<file path="config.mk">
export PLATFORM = sky130hd
export DESIGN_NAME = pixel_row_downscale_convert_core
export DESIGN_NICKNAME = d
export VERILOG_FILES = /design/src/rtl/core/prdc_pkg.sv /design/src/rtl/core/prdc_lane.sv /design/src/rtl/core/prdc_pack.sv /design/src/rtl/core/pixel_row_downscale_convert_core.sv
export VERILOG_INCLUDE_DIRS = /design/src /design/src/rtl/core
export SDC_FILE = /design/constraint.sdc
export NUM_CORES = 1
export LEC_CHECK = 0
export ABC_CLOCK_PERIOD_IN_PS = 9600
export BUFFER_PORTS_ARGS = -buffer_cell sky130_fd_sc_hd__buf_2
export CELL_PAD_IN_SITES_DETAIL_PLACEMENT = 1
export CELL_PAD_IN_SITES_GLOBAL_PLACEMENT = 2
export CORE_AREA = 4 4 170 172
export DETAILED_ROUTE_END_ITERATION = 10
export DIE_AREA = 0 0 174 176
export GPL_ROUTABILITY_DRIVEN = 0
export PLACE_DENSITY_LB_ADDON = 0.08
export SLEW_MARGIN = 10
export SYNTH_ARGS = -nofsm -noshare
export SYNTH_HDL_FRONTEND = slang
export SYNTH_SLANG_ARGS = --single-unit
</file>
<file path="constraint.sdc">
create_clock -name clk -period 9.6 [get_ports clk]
set_input_delay 0.96 -clock clk [delete_from_list [all_inputs] [get_ports clk]]
set_output_delay 0.96 -clock clk [all_outputs]
set_load 0.005 [all_outputs]
</file>
<file path="src/rtl/core/pixel_row_downscale_convert_core_defines.svh">
// ----------------------------------------------------------------------------
// Pixel row downscale convert core: assertion macros
// Shared concurrent assertion forms, clocked on clk and disabled in reset.
// ----------------------------------------------------------------------------
`ifndef PIXEL_ROW_DOWNSCALE_CONVERT_CORE_DEFINES_SVH
`define PIXEL_ROW_DOWNSCALE_CONVERT_CORE_DEFINES_SVH

// Consequent must hold in the same cycle as the antecedent.
`define PRDC_ASSERT_SAME(lbl, ante, cons, msg) \
  lbl: assert property (@(posedge clk) disable iff (rst) (ante) |-> (cons)) \
    else $error(msg);

// Consequent must hold in the cycle after the antecedent.
`define PRDC_ASSERT_NEXT(lbl, ante, cons, msg) \
  lbl: assert property (@(posedge clk) disable iff (rst) (ante) |=> (cons)) \
    else $error(msg);

`endif

</file>
<file path="src/rtl/core/prdc_pkg.sv">
// ----------------------------------------------------------------------------
// Pixel row downscale convert package
// Mode and register codes, lane control type and channel extraction.
// ----------------------------------------------------------------------------
package prdc_pkg;

  // Conversion modes.
  localparam logic [1:0] MODE_RGBA      = 2'd0;
  localparam logic [1:0] MODE_RGBA_565  = 2'd1;
  localparam logic [1:0] MODE_565       = 2'd2;
  localparam logic [1:0] MODE_RESERVED  = 2'd3;

  // Register indexes (byte address 4 * index).
  localparam logic REG_CONV_MODE = 1'b0;
  localparam logic REG_RATIO     = 1'b1;

  localparam int NUM_LANES = 4;
  localparam int CH_W      = 8;
  localparam int SUM_W     = 10;
  localparam int RATIO_W   = 7;
  localparam int MODE_W    = 2;

  // Masks of the RGB565 fields.
  localparam logic [7:0] MASK5 = 8'h1f;
  localparam logic [7:0] MASK6 = 8'h3f;

  // Channel lane indexes.
  localparam logic [1:0] LANE_R = 2'd0;
  localparam logic [1:0] LANE_G = 2'd1;
  localparam logic [1:0] LANE_B = 2'd2;
  localparam logic [1:0] LANE_A = 2'd3;

  // Per-item control of one channel lane.
  typedef struct packed {
    logic load;   // item accepted in group mode: sum register updates
    logic clear;  // first column of a group: start from zero
    logic accum;  // column lies in the sampled pair of the group
  } lane_ctl_t;

  // Pull one channel out of a pixel for the source format of the mode.
  function automatic logic [CH_W-1:0] split_channel(input logic [MODE_W-1:0] mode,
                                                    input logic [31:0] px,
                                                    input logic [1:0] lane);
    logic [CH_W-1:0] ch;
    ch = '0;
    if (mode == MODE_565) begin
      case (lane)
        LANE_R:  ch = px[18:11] & MASK5;
        LANE_G:  ch = px[12:5] & MASK6;
        LANE_B:  ch = px[7:0] & MASK5;
        default: ch = '0;
      endcase
    end else begin
      case (lane)
        LANE_R:  ch = px[7:0];
        LANE_G:  ch = px[15:8];
        LANE_B:  ch = px[23:16];
        default: ch = px[31:24];
      endcase
    end
    return ch;
  endfunction

endpackage

</file>
<file path="src/rtl/core/prdc_lane.sv">
// ----------------------------------------------------------------------------
// Pixel row downscale convert: channel lane
// Accumulates one channel over the sampled 2x2 block and gives its average.
// ----------------------------------------------------------------------------
module prdc_lane (
  input  logic                      clk,
  input  logic                      rst,
  input  prdc_pkg::lane_ctl_t       ctl,
  input  logic [prdc_pkg::CH_W-1:0] top_ch,
  input  logic [prdc_pkg::CH_W-1:0] bot_ch,
  output logic [prdc_pkg::CH_W-1:0] avg
);

  logic [prdc_pkg::SUM_W-1:0] sum;
  logic [prdc_pkg::SUM_W-1:0] sum_base;
  logic [prdc_pkg::SUM_W-1:0] sum_add;
  logic [prdc_pkg::SUM_W-1:0] sum_next;

  // Column pair contribution, wrapped to the sum width.
  always_comb begin
    sum_base = ctl.clear ? '0 : sum;
    sum_add  = ctl.accum ? (prdc_pkg::SUM_W'(top_ch) + prdc_pkg::SUM_W'(bot_ch)) : '0;
    sum_next = sum_base + sum_add;
  end

  // Average of four pixels is the updated sum divided by four.
  assign avg = sum_next[prdc_pkg::SUM_W-1:2];

  always_ff @(posedge clk) begin
    if (rst) begin
      sum <= '0;
    end else if (ctl.load) begin
      sum <= sum_next;
    end
  end

endmodule

</file>
<file path="src/rtl/core/prdc_pack.sv">
// ----------------------------------------------------------------------------
// Pixel row downscale convert: output packer
// Merges the lane averages, or the pass-through pixel, into the output format.
// ----------------------------------------------------------------------------
module prdc_pack (
  input  logic [prdc_pkg::MODE_W-1:0]                        mode,
  input  logic                                               ratio_one,
  input  logic [31:0]                                        top_pixel,
  input  logic [prdc_pkg::NUM_LANES-1:0][prdc_pkg::CH_W-1:0] avg,
  output logic [31:0]                                        out_pixel
);

  function automatic logic [31:0] pack565(input logic [7:0] r5,
                                          input logic [7:0] g6,
                                          input logic [7:0] b5);
    return {16'd0, r5[4:0], g6[5:0], b5[4:0]};
  endfunction

  always_comb begin
    if (ratio_one) begin
      // Direct copy or conversion of the upper pixel.
      unique case (mode)
        prdc_pkg::MODE_RGBA_565:
          out_pixel = pack565(top_pixel[7:0] >> 3, top_pixel[15:8] >> 2,
                              top_pixel[23:16] >> 3);
        prdc_pkg::MODE_565:
          out_pixel = {16'd0, top_pixel[15:0]};
        default:
          out_pixel = top_pixel;
      endcase
    end else begin
      // Box average of the group.
      unique case (mode)
        prdc_pkg::MODE_RGBA_565:
          out_pixel = pack565(avg[prdc_pkg::LANE_R] >> 3, avg[prdc_pkg::LANE_G] >> 2,
                              avg[prdc_pkg::LANE_B] >> 3);
        prdc_pkg::MODE_565:
          out_pixel = pack565(avg[prdc_pkg::LANE_R], avg[prdc_pkg::LANE_G],
                              avg[prdc_pkg::LANE_B]);
        default:
          out_pixel = {avg[prdc_pkg::LANE_A], avg[prdc_pkg::LANE_B],
                       avg[prdc_pkg::LANE_G], avg[prdc_pkg::LANE_R]};
      endcase
    end
  end

endmodule

</file>
<file path="src/rtl/core/pixel_row_downscale_convert_core.sv">
// A result item is registered on accept, in the skid register behind a stalled output.
// Throughput: one column pair per cycle; four lanes update on accept, in group mode only.
// s_tready drops only while a result waits in the skid register behind a stalled output.
// Reset (rst, synchronous, active high): conv_mode 0, ratio 1, group position and sums 0,
// output and skid registers empty.
// ----------------------------------------------------------------------------
// Pixel row downscale convert core
// Box downscale of two source rows with RGBA8888 / RGB565 conversion.
// ----------------------------------------------------------------------------
`include "pixel_row_downscale_convert_core_defines.svh"

module pixel_row_downscale_convert_core #(
  parameter int MAX_RATIO = 64
) (
  input  logic        clk,
  input  logic        rst,
  // Configuration port.
  input  logic        psel,
  input  logic        penable,
  input  logic        pwrite,
  input  logic [2:0]  paddr,
  input  logic [31:0] pwdata,
  output logic [31:0] prdata,
  output logic        pready,
  // Input stream.
  input  logic        s_tvalid,
  output logic        s_tready,
  input  logic [63:0] s_tdata,   // top_pixel [31:0], bottom_pixel [63:32]
  input  logic        s_tuser,   // row_start [0]
  // Output stream.
  output logic        m_tvalid,
  input  logic        m_tready,
  output logic [31:0] m_tdata    // out_pixel [31:0]
);

  localparam int PW = (MAX_RATIO > 2) ? $clog2(MAX_RATIO) : 1;
  localparam int CW = $clog2(MAX_RATIO + 1);
  localparam int EW = (CW > prdc_pkg::RATIO_W) ? CW : prdc_pkg::RATIO_W;
  localparam logic [EW-1:0] MAX_RATIO_E = EW'(MAX_RATIO);

  // Configuration registers.
  logic [prdc_pkg::MODE_W-1:0]  conv_mode;
  logic [prdc_pkg::RATIO_W-1:0] ratio;
  logic                         cfg_wr;

  assign pready = 1'b1;
  assign cfg_wr = psel && penable && pwrite;

  always_ff @(posedge clk) begin
    if (rst) begin
      conv_mode <= prdc_pkg::MODE_RGBA;
      ratio     <= prdc_pkg::RATIO_W'(1);
    end else if (cfg_wr) begin
      unique case (paddr[2])
        prdc_pkg::REG_CONV_MODE: conv_mode <= pwdata[prdc_pkg::MODE_W-1:0];
        default:                 ratio     <= pwdata[prdc_pkg::RATIO_W-1:0];
      endcase
    end
  end

  always_comb begin
    unique case (paddr[2])
      prdc_pkg::REG_CONV_MODE: prdata = {30'd0, conv_mode};
      default:                 prdata = {25'd0, ratio};
    endcase
  end

  // Effective mode and ratio.
  logic [prdc_pkg::MODE_W-1:0] mode_eff;
  logic [EW-1:0]               ratio_ext;
  logic [EW-1:0]               ratio_eff;
  logic                        ratio_one;

  always_comb begin
    mode_eff  = (conv_mode == prdc_pkg::MODE_RESERVED) ? prdc_pkg::MODE_RGBA : conv_mode;
    ratio_ext = EW'(ratio);
    if (ratio_ext == '0) begin
      ratio_eff = EW'(1);
    end else if (ratio_ext > MAX_RATIO_E) begin
      ratio_eff = MAX_RATIO_E;
    end else begin
      ratio_eff = ratio_ext;
    end
    ratio_one = (ratio_eff == EW'(1));
  end

  // Input unpacking and handshake.
  logic [31:0] top_pixel;
  logic [31:0] bottom_pixel;
  logic        row_start;
  logic        in_fire;

  assign top_pixel    = s_tdata[31:0];
  assign bottom_pixel = s_tdata[63:32];
  assign row_start    = s_tuser;
  assign in_fire      = s_tvalid && s_tready;

  // Group position tracking.
  logic [PW-1:0] group_pos;
  logic [PW-1:0] group_pos_next;
  logic [EW-1:0] pos_ext;
  logic [EW-1:0] last_col;
  logic [EW-1:0] start_col;
  logic          sample_hit;
  logic          group_done;
  logic          has_result;

  always_comb begin
    pos_ext        = row_start ? '0 : EW'(group_pos);
    last_col       = ratio_eff - EW'(1);
    start_col      = (ratio_eff - EW'(2)) >> 1;
    sample_hit     = (pos_ext == start_col) || (pos_ext == start_col + EW'(1));
    group_done     = (pos_ext >= last_col);
    has_result     = ratio_one || group_done;
    group_pos_next = group_done ? '0 : PW'(pos_ext + EW'(1));
  end

  always_ff @(posedge clk) begin
    if (rst) begin
      group_pos <= '0;
    end else if (in_fire && !ratio_one) begin
      group_pos <= group_pos_next;
    end
  end

  // Channel lanes.
  prdc_pkg::lane_ctl_t                                ctl;
  logic [prdc_pkg::NUM_LANES-1:0][prdc_pkg::CH_W-1:0] avg;

  assign ctl.load  = in_fire && !ratio_one;
  assign ctl.clear = (pos_ext == '0);
  assign ctl.accum = sample_hit;

  for (genvar ln = 0; ln < prdc_pkg::NUM_LANES; ln++) begin : g_lane
    prdc_lane u_lane (
      .clk    (clk),
      .rst    (rst),
      .ctl    (ctl),
      .top_ch (prdc_pkg::split_channel(mode_eff, top_pixel, 2'(ln))),
      .bot_ch (prdc_pkg::split_channel(mode_eff, bottom_pixel, 2'(ln))),
      .avg    (avg[ln])
    );
  end

  // Merge lanes into the output pixel.
  logic [31:0] out_pixel;

  prdc_pack u_pack (
    .mode      (mode_eff),
    .ratio_one (ratio_one),
    .top_pixel (top_pixel),
    .avg       (avg),
    .out_pixel (out_pixel)
  );

  // Output register with a skid stage.
  logic        out_valid;
  logic [31:0] out_data;
  logic        skid_valid;
  logic [31:0] skid_data;
  logic        out_fire;
  logic        push;

  assign out_fire = out_valid && m_tready;
  assign push     = in_fire && has_result;
  assign s_tready = !skid_valid;
  assign m_tvalid = out_valid;
  assign m_tdata  = out_data;

  always_ff @(posedge clk) begin
    if (rst) begin
      out_valid  <= 1'b0;
      skid_valid <= 1'b0;
    end else if (skid_valid) begin
      if (out_fire) begin
        skid_valid <= 1'b0;
      end
    end else if (push) begin
      if (out_fire || !out_valid) begin
        out_valid <= 1'b1;
      end else begin
        skid_valid <= 1'b1;
      end
    end else if (out_fire) begin
      out_valid <= 1'b0;
    end
  end

  always_ff @(posedge clk) begin
    if (skid_valid) begin
      if (out_fire) begin
        out_data <= skid_data;
      end
    end else if (push) begin
      if (out_fire || !out_valid) begin
        out_data <= out_pixel;
      end else begin
        skid_data <= out_pixel;
      end
    end
  end

  // Checks.
  `PRDC_ASSERT_SAME(a_skid_behind_out, skid_valid, out_valid, "skid full while output empty")
  `PRDC_ASSERT_NEXT(a_pass_gives_item, in_fire && ratio_one, m_tvalid,
                    "pass-through item produced no result")
  `PRDC_ASSERT_NEXT(a_skid_holds, skid_valid && !m_tready, skid_valid && $stable(skid_data),
                    "skid item lost while output stalled")
  `PRDC_ASSERT_SAME(a_pos_in_range, 1'b1, EW'(group_pos) < MAX_RATIO_E,
                    "group position beyond maximum ratio")

endmodule

</file>
==> metrics.md, run 1 <==
| Metric | Value |
|---|---|
| Worst Path Max Fanout | 37 |
| Most common cell after layout, fill and taps aside | nand2_1 |
| Final ANT Viol Nets | 0 |
| Max frequency | 171 MHz |
| WHS | 0.451 ns |
| H-tree levels | 4 |
| Crit Reg-Reg Startpoint | ratio[6]$_SDFFE_PP0P_ |
| Most frequent cells in the layout | nand2_1 (133), buf_2 (120), a21oi_1 (95) |
| # hold bufs at CTS | 0 |
| Ordered list of cells on the worst path | inv_1 > nand2_1 > ha_1 > or4b_1 > o211ai_2 > xnor2_1 > mux2i_1 > nor4_2 > a21oi_4 > buf_4 > nor2b_1 > ha_1 > fa_1 > a211oi_1 > o21bai_1 > a21oi_1 > xnor2_1 > a221oi_1 > o22ai_1 > mux2_2 |
| Wire per inst | 20.5 um |
| Area Overhead vs Synth | 13.8% |
| Ys Warns | 0 |
| Critical path capture point type | flop |
| Resize count post-CTS | 0 |
| Worst EP required | 9.79 ns |
| Fin. max-slew vios | 0 |
| Mapped Cells | 1,170 |
| RSZ-0062 raised after global routing | false |
| CP startpoint | ratio[6]$_SDFFE_PP0P_ |
| Final period util | 61.1% |
| Worst-Margin Slew | 1.07 ns |
| R2R cell count | 20 |
| First-pass GRT wire length | 51,400 um |
| Worst slew margin | 28.6% |
| Synth unique cells | 70 |
| Die X | 174 um |
| Vias in the first global route | 8,822 |
| Peak supply drop | 0.0694 mV |
| Reg2reg end | m_tdata[15]$_DFFE_PP_ |
| Max Cap Viol | 0 |
| Pwr Density | 143 mW/mm^2 |
| Post-synth EDFFs | 64 |
| Clock buffer depth | 2 |
| Flops & latches, synth | 121 |
| Final Critical Period | 5.86 ns |
| Row count | 61 |
| Port Buffer Count | 120 |
| Initial Util | 36.5% |
| Final setup TNS | 0 ns |
| Wirelength, routed | 33,100 um |
| Fraction of registers with async set/reset | 0% |
| Top FF cell, synth | edfxtp_1 |
| Critical path startpoint category | flop |
| Status | finished clean |
| Vias | 8,794 |
| Die area | 0.0306 mm^2 |
| Synthesized cell area | 0.0100 mm^2 |
| Hold Vio Cnt, Final | 0 |
| Syn_area_per_cell | 8.57 um^2 |
| Ant. Diodes | 0 |
| Seq. cell area | 0.00306 mm^2 |
| Placed cell area | 0.0108 mm^2 |
| Clock skew | 0.0110 ns |
| Iteration-0 DRC Markers | 408 |
| CTS Root Cell | clkbuf_16 |
| Via-to-Cell Ratio | 5.44 |
| Hold Path Class | flop to flop |
| Multi-input logic area | 0.00651 mm^2 |
| I/O pin count | 174 |
| CP max stage cell | dfxtp_1 |
| Total gr overflow | 0 |
| Ratio of cells with drive above 1 in the final layout | 18.5% |
| Pleak | 4.69 nW |
| Worst setup path endpoint | m_tdata[15]$_DFFE_PP_ |
| Slack of the worst reg-to-reg path | 3.74 ns |
| Clock latency at the later pin of the worst-skew pair | 0.43 ns |
| Largest net degree at the start of global routing | 59 |
| Final HPWL DP | 24,600 um |
| Pre-Repair DR Iteration Count | 5 |
| # fillers | 3,305 |
| Core area | 0.0275 mm^2 |
| Total GRT Usage | 21.3% |
| Cell area after layout | 0.0114 mm^2 |
| Antenna violations before repair | 0 |
| # DRC | 0 |
| Crit path DAT | 6.05 ns |
| Setup-failing EPs final | 0 |
| Post-CTS Setup Inserts | 0 |
| Clk sinks | 121 |
| Seq/Total Area, Yosys | 30.6% |
| Critical path's largest stage delay | 0.60 ns |
| Die height | 176 um |
| Total CTS buffers | 17 |
| Clock slew at the register clock pins of the worst setup and hold paths | 0.07 ns |
| CTS tree | done |
| Final nets | 1,454 |
| CP Class | flop to flop |
[flip-flops by register name, indices dropped and copies added (netlist names)]
register	flops
conv_mode	2
g_lane.u_lane.sum	40
group_pos	6
m_tdata	32
m_tvalid	1
ratio	7
skid_data	32
skid_valid	1
[worst min path at each step]
stage / end / slack (ns) / from / cells past startpoint
after global placement: g_lane[0].u_lane.sum[7]$_SDFFE_PP0P_ / 0.44 / g_lane[0].u_lane.sum[7]$_SDFFE_PP0P_ / 2
after floorplan: g_lane[0].u_lane.sum[0]$_SDFFE_PP0P_ / 0.43 / g_lane[0].u_lane.sum[0]$_SDFFE_PP0P_ / 2
after global routing: g_lane[2].u_lane.sum[3]$_SDFFE_PP0P_ / 0.47 / g_lane[2].u_lane.sum[3]$_SDFFE_PP0P_ / 2
after detailed placement: g_lane[0].u_lane.sum[1]$_SDFFE_PP0P_ / 0.44 / g_lane[0].u_lane.sum[1]$_SDFFE_PP0P_ / 2
after CTS: g_lane[0].u_lane.sum[1]$_SDFFE_PP0P_ / 0.45 / g_lane[0].u_lane.sum[1]$_SDFFE_PP0P_ / 2
final: g_lane[0].u_lane.sum[1]$_SDFFE_PP0P_ / 0.45 / g_lane[0].u_lane.sum[1]$_SDFFE_PP0P_ / 2
[critical path, delay by kind of cell (launching register included)]
kind	cells	cell delay, ns
XOR/XNOR	2	0.44
AND/OR/NAND/NOR	4	0.85
multiplexers	2	0.58
AO/OA/AOI/OAI	7	1.37
flip-flops	1	0.60
adder cells (fa/ha/maj)	3	1.05
buffers and inverters	2	0.69
[Yosys cell counts (15+ instances only)]
cell      count  area share [%]
edfxtp_1     64              19
mux2_2       42             4.7
nand3_1      18            0.90
dfxtp_1      57              11
inv_1        35             1.3
a21oi_1      95             4.7
xnor2_1      38             3.3
and2_1       41             2.6
nor2_1       87             3.3
nor2b_1      55             3.4
buf_4        26             1.9
o31ai_1      15             1.1
o21ai_0      60             3.0
a211oi_1     21             1.6
clkbuf_1     45             1.7
nor3_1       17            0.85
nand2b_1     18             1.1
nand2_1     133             5.0
mux2i_1      16             1.6
a21o_1       15             1.1
ha_1         82              10
[power by group]
part / switching, mW / internal (mW) / total [mW]
Combinational: 0.238 / 0.146 / 0.384
Sequential: 0.0121 / 0.590 / 0.602
Clock: 0.299 / 0.345 / 0.645
Total: 0.550 / 1.08 / 1.63
[metrics by stage]
stage	power, mW	util, %	setup slack, ns	instances
final	1.63	41.5	3.74	1616
after global routing	1.71	41.5	3.28	1616
after CTS	1.65	41.5	3.66	1616
after detailed placement	0.999	39.4	3.69	1584
after global placement	0.993	39.4	3.71	1584
after floorplan	0.864	-	3.83	1194
[area by class of cell]
type / count / share of cell area (%)
multi-input combinational: 950 / 57.1
sequential: 121 / 26.9
timing repair buffer: 131 / 5.99
tap: 346 / 3.80
clock buffer: 17 / 3.73
clock inverter: 15 / 1.33
inverter: 36 / 1.19
[per-layer routing]
| metal | share of wire (%) | up-vias | global-route usage, % |
|---|---|---|---|
| met1 | 47 | 4272 | 28.4 |
| met3 | 3.7 | 28 | 3.85 |
| met5 | 0 | - | 0 |
| li1 | - | 4334 | - |
| met2 | 48 | 160 | 36.5 |
| met4 | 1.4 | 0 | 4.52 |
[kinds of logic (layout without fill, tap and decap cells)]
family / after synthesis / after routing / share of synthesized area, %
compound gates: 309 / 309 / 20.1
xor+xnor: 52 / 52 / 4.54
fa+ha+maj: 90 / 90 / 11.8
buf+inv: 123 / 199 / 5.76
flops: 121 / 121 / 30.6
mux: 58 / 58 / 6.32
other cells: 2 / 26 / 0.0749
simple gates: 415 / 415 / 20.8
Note: power is estimated with default switching activity, not from simulation.
==> run 2, diff against run 1 <==
Settings changed: ABC_AREA set to 1, ABC_CLOCK_PERIOD_IN_PS 9600 to 5170, CORE_AREA 4 4 170 172 to 4 4 198 200, DIE_AREA 0 0 174 176 to 0 0 202 204.
Clock period 9.6 ns to 5.17 ns, I/O delays scaled along.
==> metrics.md, run 2 <==
| Metric | Value |
|---|---|
| Largest area contributor in the netlist | edfxtp_1 |
| Die X | 202 um |
| Ant. Diodes | 0 |
| Clk sinks | 121 |
| Max Cap Viol | 0 |
| Clock skew | 0.0120 ns |
| CTS Root Cell | clkbuf_16 |
| Synth top cells by count | nand2_1 (407), inv_1 (260), nor2_1 (131) |
| Met3 Wirelength | 1270 um |
| Critical Path Most Common Cell | nand2_1 |
| Wire per inst | 16.5 um |
| Total GRT Usage | 18.1% |
| DR top layer | met4 |
| Port Buffer Count | 120 |
| Die area | 0.0412 mm^2 |
| Worst setup path endpoint | m_tdata[10]$_DFFE_PP_ |
| Crit path DAT | 4.94 ns |
| Row count | 71 |
| Seq/Total Area, Yosys | 28.4% |
| Flops & latches, synth | 121 |
| Status | finished clean |
| Fraction of registers with async set/reset | 0% |
| Synth unique cells | 49 |
| Antenna violations before repair | 0 |
| Buffers and inverters on the worst path | 4 |
| Worst EP required | 5.36 ns |
| Final ANT Viol Nets | 0 |
| Ratio of cells with drive above 1 in the final layout | 14.5% |
| CP max stage cell | fa_1 |
| Mapped Cells | 1,617 |
| R2R cell count | 28 |
| Critical path's largest stage delay | 0.40 ns |
| Cell family with most CP delay | simple AND/OR/NAND/NOR gates |
| Largest register FFs | 40 |
| Syn_area_per_cell | 6.68 um^2 |
| Area Overhead vs Synth | 15.7% |
| Worst-Margin Slew | 0.722 ns |
| Core area | 0.0374 mm^2 |
| Clock latency at the later pin of the worst-skew pair | 0.44 ns |
| Pwr Total | 3.46 mW |
| Initial Util | 28.9% |
| Pre-CTS setup slack | 0.362 ns |
| Most frequent cells in the layout | nand2_1 (407), inv_1 (259), nor2_1 (128) |
| Iteration-0 DRC Markers | 476 |
| H-tree levels | 4 |
| Final nets | 1,924 |
| Slack of the worst reg-to-reg path | 0.42 ns |
| RSZ-0062 raised after global routing | false |
| Vias | 10,500 |
| Peak supply drop | 0.230 mV |
| Critical path capture point type | flop |
| Most common cell after layout, fill and taps aside | nand2_1 |
| Final setup TNS | 0 ns |
| Largest net degree at the start of global routing | 53 |
| Final Critical Period | 4.75 ns |
| Fin. max-slew vios | 0 |
| Met2 wire length | 15,400 um |
| First-pass GRT wire length | 59,000 um |
| Final HPWL DP | 29,900 um |
| Vias in the first global route | 10,700 |
| Final core occ | 33.4% |
| M1 wire length | 20,200 um |
| Hold Path Class | input pin to flop |
| # DRC | 0 |
| Post-synth top area share | 17.8% |
| Total CTS buffers | 17 |
| Critical path startpoint category | flop |
| Crit Reg-Reg Startpoint | conv_mode[0]$_SDFFE_PP0P_ |
| Reg2reg end | m_tdata[10]$_DFFE_PP_ |
| Synthesized cell area | 0.0108 mm^2 |
| Top FF cell, synth | edfxtp_1 |
| CP Class | flop to flop |
| Worst slew margin | 51.8% |
| WHS Path Cells | 3 |
| Worst Path Max Fanout | 20 |
| Setup ws final | 0.420 ns |
| Post-synth EDFFs | 64 |
| Clock slew at the register clock pins of the worst setup and hold paths | 0.06 ns |
| Pwr Density | 277 mW/mm^2 |
| Largest register by flop count | g_lane.u_lane.sum |
| CP startpoint | conv_mode[0]$_SDFFE_PP0P_ |
| Wirelength, routed | 37,200 um |
| Max frequency | 211 MHz |
| Synth top area cells | edfxtp_1 (18%), nand2_1 (14%), dfxtp_1 (11%), ha_1 (9.5%), inv_1 (9.0%) |
| Ys Warns | 0 |
| Pre-Repair DR Iteration Count | 4 |
| Hold Vio Cnt, Final | 0 |
| Via-to-Cell Ratio | 4.66 |
| CTS tree | done |
| Setup-failing EPs final | 0 |
| Total gr overflow | 0 |
| Final period util | 91.9% |
| Critical path depth in cells | 28 |
| I/O pin count | 174 |
| Most frequent cell after synthesis | nand2_1 |
| Die height | 204 um |
| Pleak | 6.38 nW |
| Clock buffer depth | 2 |
[run 2: cell types whose count changed after synthesis, moves of 16 or more]
| cell | previous run | this run |
|---|---|---|
| and2_1 | 41 | 3 |
| xnor2_1 | 38 | 8 |
| inv_1 | 35 | 260 |
| nand2b_1 | 18 | 0 |
| nor2b_1 | 55 | 0 |
| nand3_1 | 18 | 108 |
| nor2_1 | 87 | 131 |
| o21ai_0 | 60 | 118 |
| nand2_1 | 133 | 407 |
| mux2i_1 | 16 | 0 |
| mux2_2 | 42 | 0 |
| a21oi_1 | 95 | 113 |
| a21oi_2 | 0 | 21 |
[run 2: cell type report]
cell class | count | area, um^2
clock inverters | 15 | 129
repair buffers | 152 | 853
clock buffers | 17 | 425
fillers | 4874 | 24900
flip-flops and latches | 121 | 3060
well taps | 511 | 639
multi-input cells | 1170 | 6380
inverters | 265 | 1000
[run 2: timing repair]
action | CTS | global route
resized for setup | 0 | 3
buffers inserted | 0 | 1
hold buffers | 0 | 0
setup endpoints to repair | 0 | 12
endpoints found under the hold margin | 0 | 0
[run 2: worst min path at each step]
stage | startpoint | to | slack, ns
after global routing | pwdata[3] | ratio[3]$_SDFFE_PP0P_ | 0.30
after CTS | pwdata[5] | ratio[5]$_SDFFE_PP0P_ | 0.28
after global placement | g_lane[3].u_lane.sum[2]$_SDFFE_PP0P_ | g_lane[3].u_lane.sum[2]$_SDFFE_PP0P_ | 0.44
after detailed placement | g_lane[3].u_lane.sum[0]$_SDFFE_PP0P_ | g_lane[3].u_lane.sum[0]$_SDFFE_PP0P_ | 0.45
final | pwdata[3] | ratio[3]$_SDFFE_PP0P_ | 0.31
after floorplan | g_lane[1].u_lane.sum[0]$_SDFFE_PP0P_ | g_lane[1].u_lane.sum[0]$_SDFFE_PP0P_ | 0.43
[run 2: cell families (layout without fill, tap and decap cells)]
kind of cell	after synthesis	in the layout	share of synthesized area [%]
simple gates	714	714	28.1
buf+inv	350	449	13.6
compound gates	303	303	15.8
flops	121	121	28.4
fa+ha+maj	90	90	11.0
xor+xnor	37	37	3.07
other cells	2	26	0.0696
[run 2: tightest hold or removal path, cell delays in order]
cell and delay [ns]:
buf_2 0.07, nor2_1 0.03, nor2_1 0.08
[run 2: routing by layer]
layer,GRT usage (%),up-vias
met5,0,-
met4,3.69,0
met2,26.9,156
met3,2.54,16
li1,-,5387
met1,27.7,4932
[run 2: report_power, final]
group          internal, mW  total [mW]  switching, mW  leakage, nW
Combinational         0.379        1.13          0.748         5.04
Sequential             1.15        1.18         0.0315         1.07
Clock                 0.658        1.15          0.496        0.265
Total                  2.19        3.46           1.28         6.38
[run 2: per-stage QoR]
| step | instance area (um^2) | hold slack, ns | cells |
|---|---|---|---|
| after floorplan | 10900 | 0.430 | 1641 |
| after global placement | 11900 | 0.440 | 2218 |
| after detailed placement | 11900 | 0.451 | 2218 |
| after CTS | 12500 | 0.280 | 2250 |
| after global routing | 12500 | 0.298 | 2251 |
| final | 12500 | 0.306 | 2251 |
